==> config.mk <==
export PLATFORM = sky130hd
export DESIGN_NAME = tlv_record_parser_unit
export DESIGN_NICKNAME = d
export VERILOG_FILES = /design/src/design/tlvp_pkg.sv /design/src/design/tlv_record_parser_unit.sv /design/src/design/tlvp_step.sv
export SDC_FILE = /design/constraint.sdc
export NUM_CORES = 1
export LEC_CHECK = 0
export ABC_CLOCK_PERIOD_IN_PS = 5200
export BUFFER_PORTS_ARGS = -buffer_cell sky130_fd_sc_hd__clkbuf_2
export CAP_MARGIN = 20
export CELL_PAD_IN_SITES_DETAIL_PLACEMENT = 0
export CELL_PAD_IN_SITES_GLOBAL_PLACEMENT = 1
export CORE_MARGIN = 2
export CORE_UTILIZATION = 42
export DETAILED_ROUTE_END_ITERATION = 6
export GPL_TIMING_DRIVEN = 0
export PLACE_DENSITY = 0.77
export SLEW_MARGIN = 10
export SYNTH_ARGS = -nofsm -noshare
export SYNTH_HDL_FRONTEND = slang
export SYNTH_SLANG_ARGS = --single-unit
==> constraint.sdc <==
create_clock -name aclk -period 5.2 [get_ports aclk]
set_input_delay 0 -clock aclk [delete_from_list [all_inputs] [get_ports aclk]]
set_output_delay 0 -clock aclk [all_outputs]
set_load 0.02 [all_outputs]
==> src/design/tlvp_pkg.sv <==
package tlvp_pkg;

    localparam int MAX_MESSAGE_BYTES = 256;
    localparam int POS_W = (MAX_MESSAGE_BYTES > 2) ? $clog2(MAX_MESSAGE_BYTES) : 1;

    typedef enum logic [1:0] {
        PHASE_KEY,
        PHASE_HEADER,
        PHASE_VALUE
    } phase_t;

    typedef enum logic {
        KIND_RECORD    = 1'b0,
        KIND_TRUNCATED = 1'b1
    } kind_t;

    typedef struct packed {
        phase_t           phase;
        logic [7:0]       key;
        logic [1:0]       vtype;
        logic [5:0]       len;
        logic [5:0]       seen;
        logic [31:0]      acc;
        logic [POS_W-1:0] pos;
        logic [POS_W-1:0] start;
        logic             pending;
    } parse_state_t;

    typedef struct packed {
        kind_t       kind;
        logic [7:0]  key;
        logic [1:0]  vtype;
        logic [5:0]  len;
        logic [7:0]  offset;
        logic [31:0] num;
    } result_t;

endpackage

==> src/design/tlv_record_parser_unit.sv <==
// Path: a byte goes through the input register, the combinational parse step
// and the result register. Throughput: one message byte per cycle while a full
// result register is not held by a low m_ready.
// Reset: aresetn is synchronous and active low; it empties both registers and
// returns the parser to the start of a message with position zero.
module tlv_record_parser_unit
    import tlvp_pkg::*;
(
    input  logic        aclk,
    input  logic        aresetn,
    input  logic        s_valid,
    output logic        s_ready,
    input  logic [7:0]  s_data_byte,
    input  logic        s_end_of_message,
    output logic        m_valid,
    input  logic        m_ready,
    output logic        m_result_kind,
    output logic [7:0]  m_record_key,
    output logic [1:0]  m_value_type,
    output logic [5:0]  m_value_len,
    output logic [7:0]  m_value_offset,
    output logic [31:0] m_numeric_value
);

    logic         in_valid_reg;
    logic [7:0]   in_byte_reg;
    logic         in_eom_reg;
    logic         out_valid_reg;
    result_t      out_res_reg;
    parse_state_t state_reg;
    parse_state_t state_next;
    logic         res_valid;
    result_t      res;
    logic         advance;

    // An item leaves the input register once the result register is free.
    assign advance = in_valid_reg && (!out_valid_reg || m_ready);
    assign s_ready = !in_valid_reg || advance;

    tlvp_step u_step (
        .state_cur      (state_reg),
        .data_byte      (in_byte_reg),
        .end_of_message (in_eom_reg),
        .state_next     (state_next),
        .res_valid      (res_valid),
        .res            (res)
    );

    always_ff @(posedge aclk) begin
        if (!aresetn) begin
            in_valid_reg <= 1'b0;
        end else if (s_valid && s_ready) begin
            in_valid_reg <= 1'b1;
        end else if (advance) begin
            in_valid_reg <= 1'b0;
        end
    end

    always_ff @(posedge aclk) begin
        if (s_valid && s_ready) begin
            in_byte_reg <= s_data_byte;
            in_eom_reg  <= s_end_of_message;
        end
    end

    always_ff @(posedge aclk) begin
        if (!aresetn) begin
            state_reg <= '{phase: PHASE_KEY, default: '0};
        end else if (advance) begin
            state_reg <= state_next;
        end
    end

    always_ff @(posedge aclk) begin
        if (!aresetn) begin
            out_valid_reg <= 1'b0;
        end else if (advance) begin
            out_valid_reg <= res_valid;
        end else if (m_ready) begin
            out_valid_reg <= 1'b0;
        end
    end

    always_ff @(posedge aclk) begin
        if (advance && res_valid) begin
            out_res_reg <= res;
        end
    end

    assign m_valid         = out_valid_reg;
    assign m_result_kind   = out_res_reg.kind;
    assign m_record_key    = out_res_reg.key;
    assign m_value_type    = out_res_reg.vtype;
    assign m_value_len     = out_res_reg.len;
    assign m_value_offset  = out_res_reg.offset;
    assign m_numeric_value = out_res_reg.num;

endmodule

==> src/design/tlvp_step.sv <==
module tlvp_step
    import tlvp_pkg::*;
(
    input  parse_state_t state_cur,
    input  logic [7:0]   data_byte,
    input  logic         end_of_message,
    output parse_state_t state_next,
    output logic         res_valid,
    output result_t      res
);

    localparam logic [POS_W-1:0] LAST_POS = POS_W'(MAX_MESSAGE_BYTES - 1);

    logic [POS_W-1:0] pos_inc;
    logic [5:0]       seen_inc;
    logic             take_byte;

    assign pos_inc   = (state_cur.pos == LAST_POS) ? '0 : state_cur.pos + 1'b1;
    assign seen_inc  = state_cur.seen + 6'd1;
    assign take_byte = (state_cur.seen < 6'd3) ||
                       ((state_cur.seen == 6'd3) && (state_cur.len == 6'd4));

    always_comb begin
        state_next = state_cur;
        res_valid  = 1'b0;
        res        = '{kind: KIND_RECORD, key: state_cur.key, vtype: state_cur.vtype,
                       len: state_cur.len, offset: 8'(state_cur.start), num: 32'd0};
        case (state_cur.phase)
            PHASE_HEADER: begin
                state_next.vtype = data_byte[7:6];
                state_next.len   = data_byte[5:0];
                state_next.seen  = '0;
                state_next.acc   = '0;
                state_next.start = pos_inc;
                if (data_byte[5:0] == 6'd0) begin
                    state_next.pending = !end_of_message;
                    state_next.phase   = PHASE_KEY;
                end else if (end_of_message) begin
                    res_valid  = 1'b1;
                    res.kind   = KIND_TRUNCATED;
                    res.vtype  = data_byte[7:6];
                    res.len    = data_byte[5:0];
                    res.offset = 8'(pos_inc);
                end else begin
                    state_next.phase = PHASE_VALUE;
                end
            end
            PHASE_VALUE: begin
                if (take_byte) begin
                    state_next.acc = {state_cur.acc[23:0], data_byte};
                end
                state_next.seen = seen_inc;
                if (seen_inc == state_cur.len) begin
                    res_valid        = 1'b1;
                    res.num          = state_next.acc;
                    state_next.phase = PHASE_KEY;
                end else if (end_of_message) begin
                    res_valid = 1'b1;
                    res.kind  = KIND_TRUNCATED;
                end
            end
            default: begin
                if (state_cur.pending) begin
                    res_valid          = 1'b1;
                    res.offset         = 8'(state_cur.pos);
                    state_next.pending = 1'b0;
                end
                state_next.key   = data_byte;
                state_next.phase = PHASE_HEADER;
            end
        endcase

        if (end_of_message) begin
            state_next.phase   = PHASE_KEY;
            state_next.seen    = '0;
            state_next.acc     = '0;
            state_next.pos     = '0;
            state_next.pending = 1'b0;
        end else begin
            state_next.pos = pos_inc;
        end
    end

endmodule

# Word level (Yosys, flattened, before mapping)
# Index checks and enable logic that the tools add are counted.
dict set report word_totals {
  reg_bits 141
  inputBits 13
  out_inout_bits 59
  elab_cells 81
}
dict set report op_classes {
  n_addsub 2
  magnitude_cmp 1
  n_eq_ne 9
  mux 28
  bitwise_logic 1
  n_reduce_logical 21
}
# operator n
set op_table {}
lappend op_table {{38-bit case mux with 2 select lines} 1}
lappend op_table {{38-bit 2-to-1 mux} 1}
lappend op_table {{16-bit 2-to-1 mux} 2}
lappend op_table {{32-bit 2-to-1 mux} 1}
lappend op_table {{8-bit 2-to-1 mux} 4}
lappend op_table {{8-bit case mux with 2 select lines} 1}
lappend op_table {{1-bit 2-to-1 mux} 11}
lappend op_table {{2-bit AND reduction} 5}
lappend op_table {{8-bit by 1-bit adder with 8-bit output, second input constant} 1}
lappend op_table {{8-bit == test, second input constant} 1}
lappend op_table {{6-bit by 1-bit adder with 6-bit output, second input constant} 1}
lappend op_table {{6-bit by 2-bit == test with 1-bit output, second input constant} 1}
lappend op_table {{6-bit by 3-bit == test with 1-bit output, second input constant} 1}
lappend op_table {{6-bit == test} 1}
lappend op_table {{6-bit zero test} 1}
lappend op_table {{6-bit by 2-bit less-than comparator with 1-bit output, second input constant} 1}
lappend op_table {{2-bit 2-to-1 mux} 3}
lappend op_table {{3-bit by 2-bit inequality test with 1-bit output, second input constant} 2}
lappend op_table {{1-bit case mux with 2 select lines} 3}
lappend op_table {{1-bit logical AND} 4}
lappend op_table {{2-bit case mux with 2 select lines} 1}
lappend op_table {{2-bit nonzero test} 2}
lappend op_table {{1-bit zero test} 3}
lappend op_table {{1-bit logical OR} 3}
lappend op_table {{other kinds (7)} 7}

# Logic depth before layout (Yosys ltp)
# Gate-level depths: netlist (run 1).
dict set report depth {
  ltp_word 6
  depth_mapped 8
  ltp_nobuf 7
}

# Modules after synthesis
# Synthesis (run 1) repeated with hierarchy kept, for this count alone.
dict set report hier_totals {
  hier_cells 857
  hier_area_um2 7737.4
}
# module n_inst cells_per_inst area_each_um2 seq_area_each_um2
set by_module_without_submodules {}
lappend by_module_without_submodules {tlv_record_parser_unit 1 394 5058.6 3483.3}
lappend by_module_without_submodules {tlvp_step 1 463 2678.8 0.0}

# Worst setup path after synthesis (run 1)
# No wires, ideal clock.
dict set report synth_timing {
  kind {reg-to-reg}
  from {reg state_reg[71] (netlist bit)}
  to {reg out_res_reg (netlist bit m_numeric_value[0]), enable pin}
  setup_ns 0.506
  arrival_time_ns 4.389
  required_ns 4.694
  path_slack_ns 0.305
  stages_incl_launch_ff 7
  n_path_buf 1
  period_less_slack_ns 4.895
  path_cell_list {dfxtp_1 -> inv_1 -> ha_1 -> clkbuf_1 -> a211oi_1 -> o2111ai_1 -> a31oi_1}
}
dict set report synth_between {
  elab_chain_cells 3
  word_cells_on_any_way 4
  classes_between {2 x eq/ne; 1 x mux; 1 x reduce/logical}
}
# item line
set synth_lines {}
lappend synth_lines {{start: declaration} tlv_record_parser_unit.sv:30} ;# parse_state_t state_reg;
lappend synth_lines {{start signal: assignment} tlv_record_parser_unit.sv:70} ;# state_reg <= state_next;
lappend synth_lines {{2-bit == test or 2-bit by 1-bit == test with 1-bit output (tied branches)} tlvp_step.sv:28} ;# case (state_cur.phase)
lappend synth_lines {{1-bit case mux with 2 select lines (*)} tlvp_step.sv:28}
lappend synth_lines {{1-bit logical AND (*)} tlv_record_parser_unit.sv:85} ;# if (advance && res_valid) begin
lappend synth_lines {{end signal: assignment} tlv_record_parser_unit.sv:86} ;# out_res_reg <= res;
lappend synth_lines {{end: declaration} tlv_record_parser_unit.sv:29} ;# result_t out_res_reg;
# Mark *: on every way between the ends. The rest lies on a longest branch, timed or not.
# A chain may end at the register's enable or synchronous reset.

# Worst setup path in the final report (run 1)
dict set report layout_timing {
  from {reg state_reg[71] (netlist bit)}
  to {reg out_res_reg (netlist bit m_numeric_value[10]), enable pin}
}
# Same word-level chain as after synthesis.

==> results of run 1 <==
synth_stat cells, types with 2 or more instances:
cell,n
mux2i_1,40
nor2_1,67
nor2b_1,4
nand2_1,38
a21oi_1,32
o21ai_0,15
nand3_1,14
nand2b_1,3
clkbuf_1,13
xnor2_1,6
edfxtp_1,66
a22o_2,3
and3_1,5
a211oi_1,2
ha_1,5
a31oi_1,2
a221oi_1,2
a21boi_0,2
nand4_1,2
nor3_1,11
buf_2,8
or4_1,3
buf_6,7
or3_1,4
a22oi_1,2
dfxtp_1,75
xor2_1,7
a41oi_1,5
buf_1,2
mux2_2,8
o32ai_1,2
inv_1,7
nor4_1,4
a221o_1,6
nand3b_1,2
o211a_1,2
a21o_1,2
and2_1,4
a22o_1,29
metal layers:
metal | vias to the layer above | GRT usage
met1 | 2170 | 0.246
li1 | 2138 | -
met3 | 23 | 0.0466
met5 | - | 0
met4 | 0 | 0.0812
met2 | 121 | 0.326
metrics by stage:
step	utilization	TNS, ps	instance area (um2)
2_1_floorplan	-	0	5940
3_3_place_gp	0.472	-76150	6520
3_5_place_dp	0.476	0	6580
4_1_cts	0.533	0	7370
5_1_grt	0.533	0	7370
6_report	0.533	0	7370
critical path: stages (launching register included):
cell and delay (ps):
dfxtp_1 400, inv_1 80, ha_1 280, clkbuf_1 210, a211oi_1 870, o2111ai_1 300
a31oi_4 360, buf_12 240, buf_12 210
worst paths after layout:
path / endpoint / slack, ps / depth (start not counted)
max: m_numeric_value[10]$_SDFFCE_PN0P_ / 1900 / 8
max reg2reg: m_numeric_value[10]$_SDFFCE_PN0P_ / 1900 / 8
min: m_valid$_SDFFE_PN0P_ / 40 / 4
min reg2reg: m_record_key[0]$_DFFE_PP_ / 430 / 0
logic make-up after synthesis:
logic type | Yosys count | share of synthesized area
and+or+nand+nor | 167 | 0.130
AOI/OAI and AO/OA | 112 | 0.135
buffers and inverters | 37 | 0.0339
muxes | 48 | 0.0825
DFF | 141 | 0.586
adders and majority gates | 5 | 0.0105
xor gates and xnor gates | 14 | 0.0219
final cells by class:
class / instances / area share
Timing Repair Buffer: 85 / 0.0700
Buffer: 30 / 0.0238
Sequential cell: 141 / 0.473
Clock inverter: 15 / 0.0329
Tap cell: 180 / 0.0306
Inverter: 7 / 0.00357
Clock buffer: 17 / 0.0577
Multi-Input combinational cell: 346 / 0.309
what timing repair did:
| item | CTS | global route |
|---|---|---|
| hold endpoints to repair | 15 | 0 |
| hold buffers | 12 | 0 |
| gates resized for setup | 0 | 0 |
power groups by stage:
stage	clock (mW)	sequential [mW]	combinational (mW)
detailed placement	0	1.21	0.0901
finish	1.37	1.19	0.0983
global route	1.44	1.19	0.107
floorplan	0	1.21	0.0527
CTS	1.39	1.19	0.0978
global placement	0	1.21	0.0869
==> impl_metrics.ini, run 1 <==
[die]
die_y_um = 123
start_util = 0.430
rows = 43
fp.dieW_um = 123
core_region_area_mm2 = 0.0138
die-area_mm2 = 0.0151
io_pins = 72

[drt]
wl_met1_um = 6140
top_layer_used = met4
drc = 0
finalWirelength_um = 14100
first_pass_iters = 6
drt_first_iter_violations = 369
ant_nets = 0
dr_wl_met3_um = 660
vias = 4452
dr_wl_met2_um = 6960
route.detailed.wl_per_inst_um = 17.1
viasPerCell = 5.42

[finish]
largest_reg_flops = 73
fillers = 1207
most-common-layout-cells = dfxtp_1 (75), clkbuf_2 (71), nor2_1 (67), edfxtp_1 (66), mux2i_1 (40)
fin_nets = 646
seqCellArea_mm2 = 0.00348
antenna-diode-count = 0
layout-drive-gt1-share = 0.214
final_common_cell = dfxtp_1
multi_input_area_mm2 = 0.00227
stdcell_count = 821
area_growth_pct = 24.0

[sta]
rsz0062_at_grt = false
max_slew_margin = 0.244
finClkSkew_ps = 7.32
layout_setup_ws_ps = 1900
final_max_slew_viol_count = 0
hold_viol_final = 0
holdWs_ps = 36.0
setup_viol_count_final = 0
fmax_mhz = 303
tightest_slew_ps = 1130
fin_crit_sh = 0.635
fin_crit_ps = 3300

[synthesis]
synth_fp_nets = 542
synth-main-ff-cell = dfxtp_1
syn_area_per_cell_um2 = 11.3
async_flop_share = 0
synth_cell_types = 52
yosysSeqAreaShare = 0.586
synth.cell_area_mm2 = 0.00594
synth_top_area_frac = 0.333
synthCells = 524
synth_area_leaders = edfxtp_1 (33%), dfxtp_1 (25%), mux2i_1 (6.7%), a22o_1 (4.3%), nor2_1 (4.2%)
synth_edf_count = 66
synth_top_area_cell = edfxtp_1
ys_ff_latch = 141
synth_warnings = 0

[hold_path]
min_from = m_ready
min_path_type = primary input to flip-flop

[power_and_ir_drop]
power_density_mw_per_mm2 = 360
p_int_mw = 2.11
swShare = 0.206
p_leak_nw = 2.73
combPwrFrac = 0.037
clockPowerShare = 0.516
ir_worst_vdd_v = 0.000204
p_sw_uw = 547
power_frac_seq = 0.447
p_total_mw = 2.65

[grt]
grt_max_degree = 31
grt_pass1_vias = 4329
grt_use_total = 0.196
antenna_found_initial = 0
overflow = 0
grt_pass1_wl_um = 22300

[setup_path]
end_kind = flip-flop
startpoint = state_reg[71]$_SDFFE_PN0P_
critPathLaunchType = flip-flop
required_ps = 5320
criticalPathCategory = flip-flop to flip-flop
r2r-start = state_reg[71]$_SDFFE_PN0P_
arrival_ps = 3420
cp_max_fo = 30

[outcome]
status = finished clean

[job]
drv_cap = 0

[clock_network]
cts_sinks = 141
cts_setup_buffers = 0
cts_root_buf = clkbuf_16
clock_latency_ps = 420
clk_pin_slew_ps = 60
h-tree-depth = 4
clk_path_buf_depth = 2
cts_tree = yes
cts_made_buffers = 17

[placed_design]
place_congestion = 0.921
placed_cells = 777
port_buffers = 71
pre_cts_ws_ps = 1970
dp_hpwl_um = 9710
(Power assumes the default switching activity.)
==> run 2, diff against run 1 <==
--- a/config.mk
+++ b/config.mk
@@ -5,7 +5,7 @@
 export SDC_FILE = /design/constraint.sdc
 export NUM_CORES = 1
 export LEC_CHECK = 0
-export ABC_CLOCK_PERIOD_IN_PS = 5200
+export ABC_CLOCK_PERIOD_IN_PS = 2960
 export BUFFER_PORTS_ARGS = -buffer_cell sky130_fd_sc_hd__clkbuf_2
 export CAP_MARGIN = 20
 export CELL_PAD_IN_SITES_DETAIL_PLACEMENT = 0
==> constraint.sdc (replaced) <==
create_clock -name aclk -period 2.96 [get_ports aclk]
set_input_delay 0 -clock aclk [delete_from_list [all_inputs] [get_ports aclk]]
set_output_delay 0 -clock aclk [all_outputs]
set_load 0.02 [all_outputs]
==> impl_metrics.ini, run 2 (synthesis gave the netlist of run 1 again) <==
[setup_path]
arrival_ps = 2840
cp_max_fo = 27
end_kind = flip-flop
critPathLaunchType = flip-flop
required_ps = 3080
worstRegToRegCells = 8
criticalPathCategory = flip-flop to flip-flop

[finish]
fin_nets = 652
final_common_cell = dfxtp_1
layout-drive-gt1-share = 0.218
antenna-diode-count = 0
fin_util = 0.533
fillers = 1240
largest_reg_flops = 73
most-common-layout-cells = dfxtp_1 (75), clkbuf_2 (71), nor2_1 (67), edfxtp_1 (66), mux2i_1 (40)
area_growth_pct = 24.0

[job]
drv_cap = 0

[power_and_ir_drop]
ir_worst_vdd_v = 0.000371
p_total_mw = 4.36
p_leak_nw = 2.73
power_density_mw_per_mm2 = 591

[sta]
fin_setup_tns_ps = 0
holdWs_ps = 284
setup_viol_count_final = 0
max_slew_margin = 0.513
layout_setup_ws_ps = 245
finClkSkew_ps = 7.02
final_max_slew_viol_count = 0
fin_crit_ps = 2710
rsz0062_at_grt = false
hold_viol_final = 0
tightest_slew_ps = 725
fmax_mhz = 368
fin_crit_sh = 0.917

[die]
die-area_mm2 = 0.0151
die_y_um = 123
fp.dieW_um = 123
core_region_area_mm2 = 0.0138
io_pins = 72
rows = 43
start_util = 0.430

[outcome]
status = finished clean

[grt]
grt_max_degree = 28
grt_use_total = 0.199
grt_pass1_wl_um = 22500
antenna_found_initial = 0
overflow = 0
grt_pass1_vias = 4295

[drt]
first_pass_iters = 5
drc = 0
drt_first_iter_violations = 479
viasPerCell = 5.38
route.detailed.wl_per_inst_um = 16.9
ant_nets = 0
finalWirelength_um = 13900
vias = 4450

[clock_network]
clock_latency_ps = 420
clk_path_buf_depth = 2
h-tree-depth = 4
cts_tree = yes
cts_sinks = 141
cts_made_buffers = 17
cts_root_buf = clkbuf_16
clk_pin_slew_ps = 60

[hold_path]
min_path_type = primary input to flip-flop
hold_depth = 2

[placed_design]
port_buffers = 71
pre_cts_ws_ps = -93.7
place_congestion = 0.867
dp_hpwl_um = 9730
[run 2: cell types whose count changed in the layout (fill, tap and decap cells not counted), moves of 2 or more]
cell and delta:
bufinv_16 -4, buf_16 +2, buf_4 +4, clkbuf_1 +3
[run 2: cell type report]
cell class	count	area [um2]	share of cell area
Clock buffer	22	475	0.0645
Multi-Input combinational cell	346	2280	0.310
Timing Repair Buffer	91	591	0.0801
Buffer	30	175	0.0238
Clock inverter	10	111	0.0151
Inverter	7	26.3	0.00356
Tap cell	180	225	0.0305
Sequential cell	141	3480	0.473
[run 2: routing by layer]
metal,track usage,vias to the layer above,routed length [um]
met4,0.0841,0,385
met2,0.310,139,6590
met1,0.259,2131,6280
li1,-,2153,-
met5,0,-,0
met3,0.0563,27,675
[run 2: where the power goes]
part | internal [mW] | switching [mW]
sequential | 2.06 | 0.0246
clock | 1.31 | 0.787
combinational | 0.0678 | 0.110
[run 2: worst paths after layout]
kind / startpoint / endpoint / slack, ps
setup reg to reg: state_reg[71]$_SDFFE_PN0P_ / m_numeric_value[12]$_SDFFCE_PN0P_ / 250
hold reg to reg: state_reg[64]$_SDFFE_PN0P_ / m_record_key[1]$_DFFE_PP_ / 440
setup / recovery: state_reg[71]$_SDFFE_PN0P_ / m_numeric_value[12]$_SDFFCE_PN0P_ / 250
hold / removal: s_data_byte[3] / in_byte_reg[3]$_DFFE_PP_ / 280
[run 2: critical path, cell delays in order, from the launching register on]
cell	delay, ps
dfxtp_1	410
inv_1	100
ha_1	290
clkbuf_1	210
a211oi_2	530
o2111ai_1	300
a31oi_4	230
buf_12	160
buf_16	170
[run 2: what timing repair did]
action	4_1_cts	5_1_grt
endpoints found under the setup margin	44	57
resized for setup	0	1
buffers inserted	4	0
hold buffers	13	0
pin swaps	1	0
endpoints found under the hold margin	15	0
[run 2: per-stage QoR]
stage / cell area, um2 / cells
CTS: 7360 / 826
floorplan: 5960 / 524
detailed placement: 6600 / 777
global placement: 6540 / 775
finish: 7370 / 827
global route: 7370 / 827
==> run 3, diff against run 2 <==
--- a/config.mk
+++ b/config.mk
@@ -5,16 +5,16 @@
 export SDC_FILE = /design/constraint.sdc
 export NUM_CORES = 1
 export LEC_CHECK = 0
-export ABC_CLOCK_PERIOD_IN_PS = 2960
+export ABC_CLOCK_PERIOD_IN_PS = 3200
 export BUFFER_PORTS_ARGS = -buffer_cell sky130_fd_sc_hd__clkbuf_2
 export CAP_MARGIN = 20
 export CELL_PAD_IN_SITES_DETAIL_PLACEMENT = 0
 export CELL_PAD_IN_SITES_GLOBAL_PLACEMENT = 1
 export CORE_MARGIN = 2
-export CORE_UTILIZATION = 42
+export CORE_UTILIZATION = 50
 export DETAILED_ROUTE_END_ITERATION = 6
 export GPL_TIMING_DRIVEN = 0
-export PLACE_DENSITY = 0.77
+export PLACE_DENSITY = 0.86
 export SLEW_MARGIN = 10
 export SYNTH_ARGS = -nofsm -noshare
 export SYNTH_HDL_FRONTEND = slang
==> constraint.sdc (replaced) <==
create_clock -name aclk -period 3.2 [get_ports aclk]
set_input_delay 0 -clock aclk [delete_from_list [all_inputs] [get_ports aclk]]
set_output_delay 0 -clock aclk [all_outputs]
set_load 0.02 [all_outputs]
==> impl_metrics.ini, run 3 (synthesis gave the netlist of run 1 again) <==
[outcome]
status = finished, violations left
violations = DRC

[finish]
area_growth_pct = 23.1
antenna-diode-count = 0
fillers = 932
largest_reg_flops = 73
layout-drive-gt1-share = 0.210
multi_input_area_mm2 = 0.00229
seqCellArea_mm2 = 0.00348
most-common-layout-cells = dfxtp_1 (75), clkbuf_2 (71), nor2_1 (67), edfxtp_1 (66), mux2i_1 (40)
fin_area_mm2 = 0.00731
fin_util = 0.635
final_common_cell = dfxtp_1
fin_nets = 647

[setup_path]
r2r-start = state_reg[71]$_SDFFE_PN0P_
end_kind = flip-flop
arrival_ps = 3080
critPathLaunchType = flip-flop
criticalPathCategory = flip-flop to flip-flop
startpoint = state_reg[71]$_SDFFE_PN0P_
cp_max_fo = 27
required_ps = 3320

[grt]
grt_use_total = 0.227
grt_max_degree = 28
antenna_found_initial = 0
grt_pass1_vias = 4264
overflow = 0
grt_pass1_wl_um = 22100

[job]
drv_cap = 0

[sta]
finClkSkew_ps = 10.6
hold_viol_final = 0
rsz0062_at_grt = false
setup_viol_count_final = 0
tightest_slew_ps = 755
max_slew_margin = 0.497
fmax_mhz = 337
fin_crit_sh = 0.927
fin_crit_ps = 2970
final_max_slew_viol_count = 0

[drt]
first_pass_iters = 7
viasPerCell = 5.66
route.detailed.wl_per_inst_um = 17.8
drt_first_iter_violations = 384
vias = 4447
ant_nets = 0
drc = 9
finalWirelength_um = 13900

[clock_network]
cts_sinks = 141
clk_path_buf_depth = 2
h-tree-depth = 4
cts_made_buffers = 17
clk_pin_slew_ps = 60
cts_tree = yes
clock_latency_ps = 420
cts_root_buf = clkbuf_16

[placed_design]
dp_hpwl_um = 9700
place_congestion = 0.894
port_buffers = 71
dpl_cell_area_mm2 = 0.00655

[die]
io_pins = 72
core_region_area_mm2 = 0.0115
die-area_mm2 = 0.0128
die_y_um = 113
start_util = 0.516
fp.dieW_um = 113
rows = 39

[power_and_ir_drop]
power_density_mw_per_mm2 = 563
ir_worst_vdd_v = 0.000298
p_leak_nw = 2.73

[hold_path]
min_from = m_ready
min_path_type = primary input to flip-flop
run 3: repair_timing:
item,CTS,global route
endpoints found under the hold margin,15,0
hold buffers,12,0
gates resized for setup,1,2
setup buffers,0,0
setup endpoints to repair,47,27
cloned,0,0
pin swaps,0,0
run 3: through the flow:
step	total power, mW	TNS [ps]	cells	worst slack (ps)	hold slack, ps
floorplan	2.06	0	524	121	98.9
detailed placement	2.11	-7270	740	-239	179
global placement	2.11	-48040	738	-845	178
global route	4.24	0	785	82.1	108
CTS	4.15	0	784	109	9.37
finish	4.12	0	785	234	28.6
run 3: worst max-delay path, cell delays in order (launching register included):
cell	delay, ps
dfxtp_1	420
inv_1	90
ha_1	300
clkbuf_1	230
a211oi_4	410
o2111ai_1	260
a31oi_4	490
buf_16	240
buf_16	190
run 3: report_power, final:
| part | switching [mW] | internal [mW] |
|---|---|---|
| sequential | 0.0204 | 1.91 |
| clock | 0.700 | 1.33 |
| combinational | 0.104 | 0.0600 |
| total | 0.824 | 3.29 |
run 3: per-layer routing:
| layer | share of wire | track usage | up-vias |
|---|---|---|---|
| met4 | 0.016 | 0.0878 | 0 |
| met5 | 0 | 0 | - |
| li1 | - | - | 2140 |
| met3 | 0.050 | 0.0573 | 18 |
| met2 | 0.49 | 0.364 | 148 |
| met1 | 0.44 | 0.299 | 2141 |
run 3: area by class of cell:
| class | instances | share of cell area |
|---|---|---|
| Clock buffer | 28 | 0.0753 |
| Multi-Input combinational cell | 346 | 0.313 |
| Buffer | 30 | 0.0239 |
| Tap cell | 143 | 0.0245 |
| Clock inverter | 4 | 0.00958 |
| Timing Repair Buffer | 86 | 0.0736 |
| Sequential cell | 141 | 0.476 |
| Inverter | 7 | 0.00359 |
run 3: path summary, 6_finish.rpt:
check	end	slack [ps]	cells after the start
worst max-delay path	m_numeric_value[0]$_SDFFCE_PN0P_	230	8
worst max register to register	m_numeric_value[0]$_SDFFCE_PN0P_	230	8
worst min-delay path	m_valid$_SDFFE_PN0P_	30	4
worst min register to register	m_record_key[7]$_DFFE_PP_	430	0
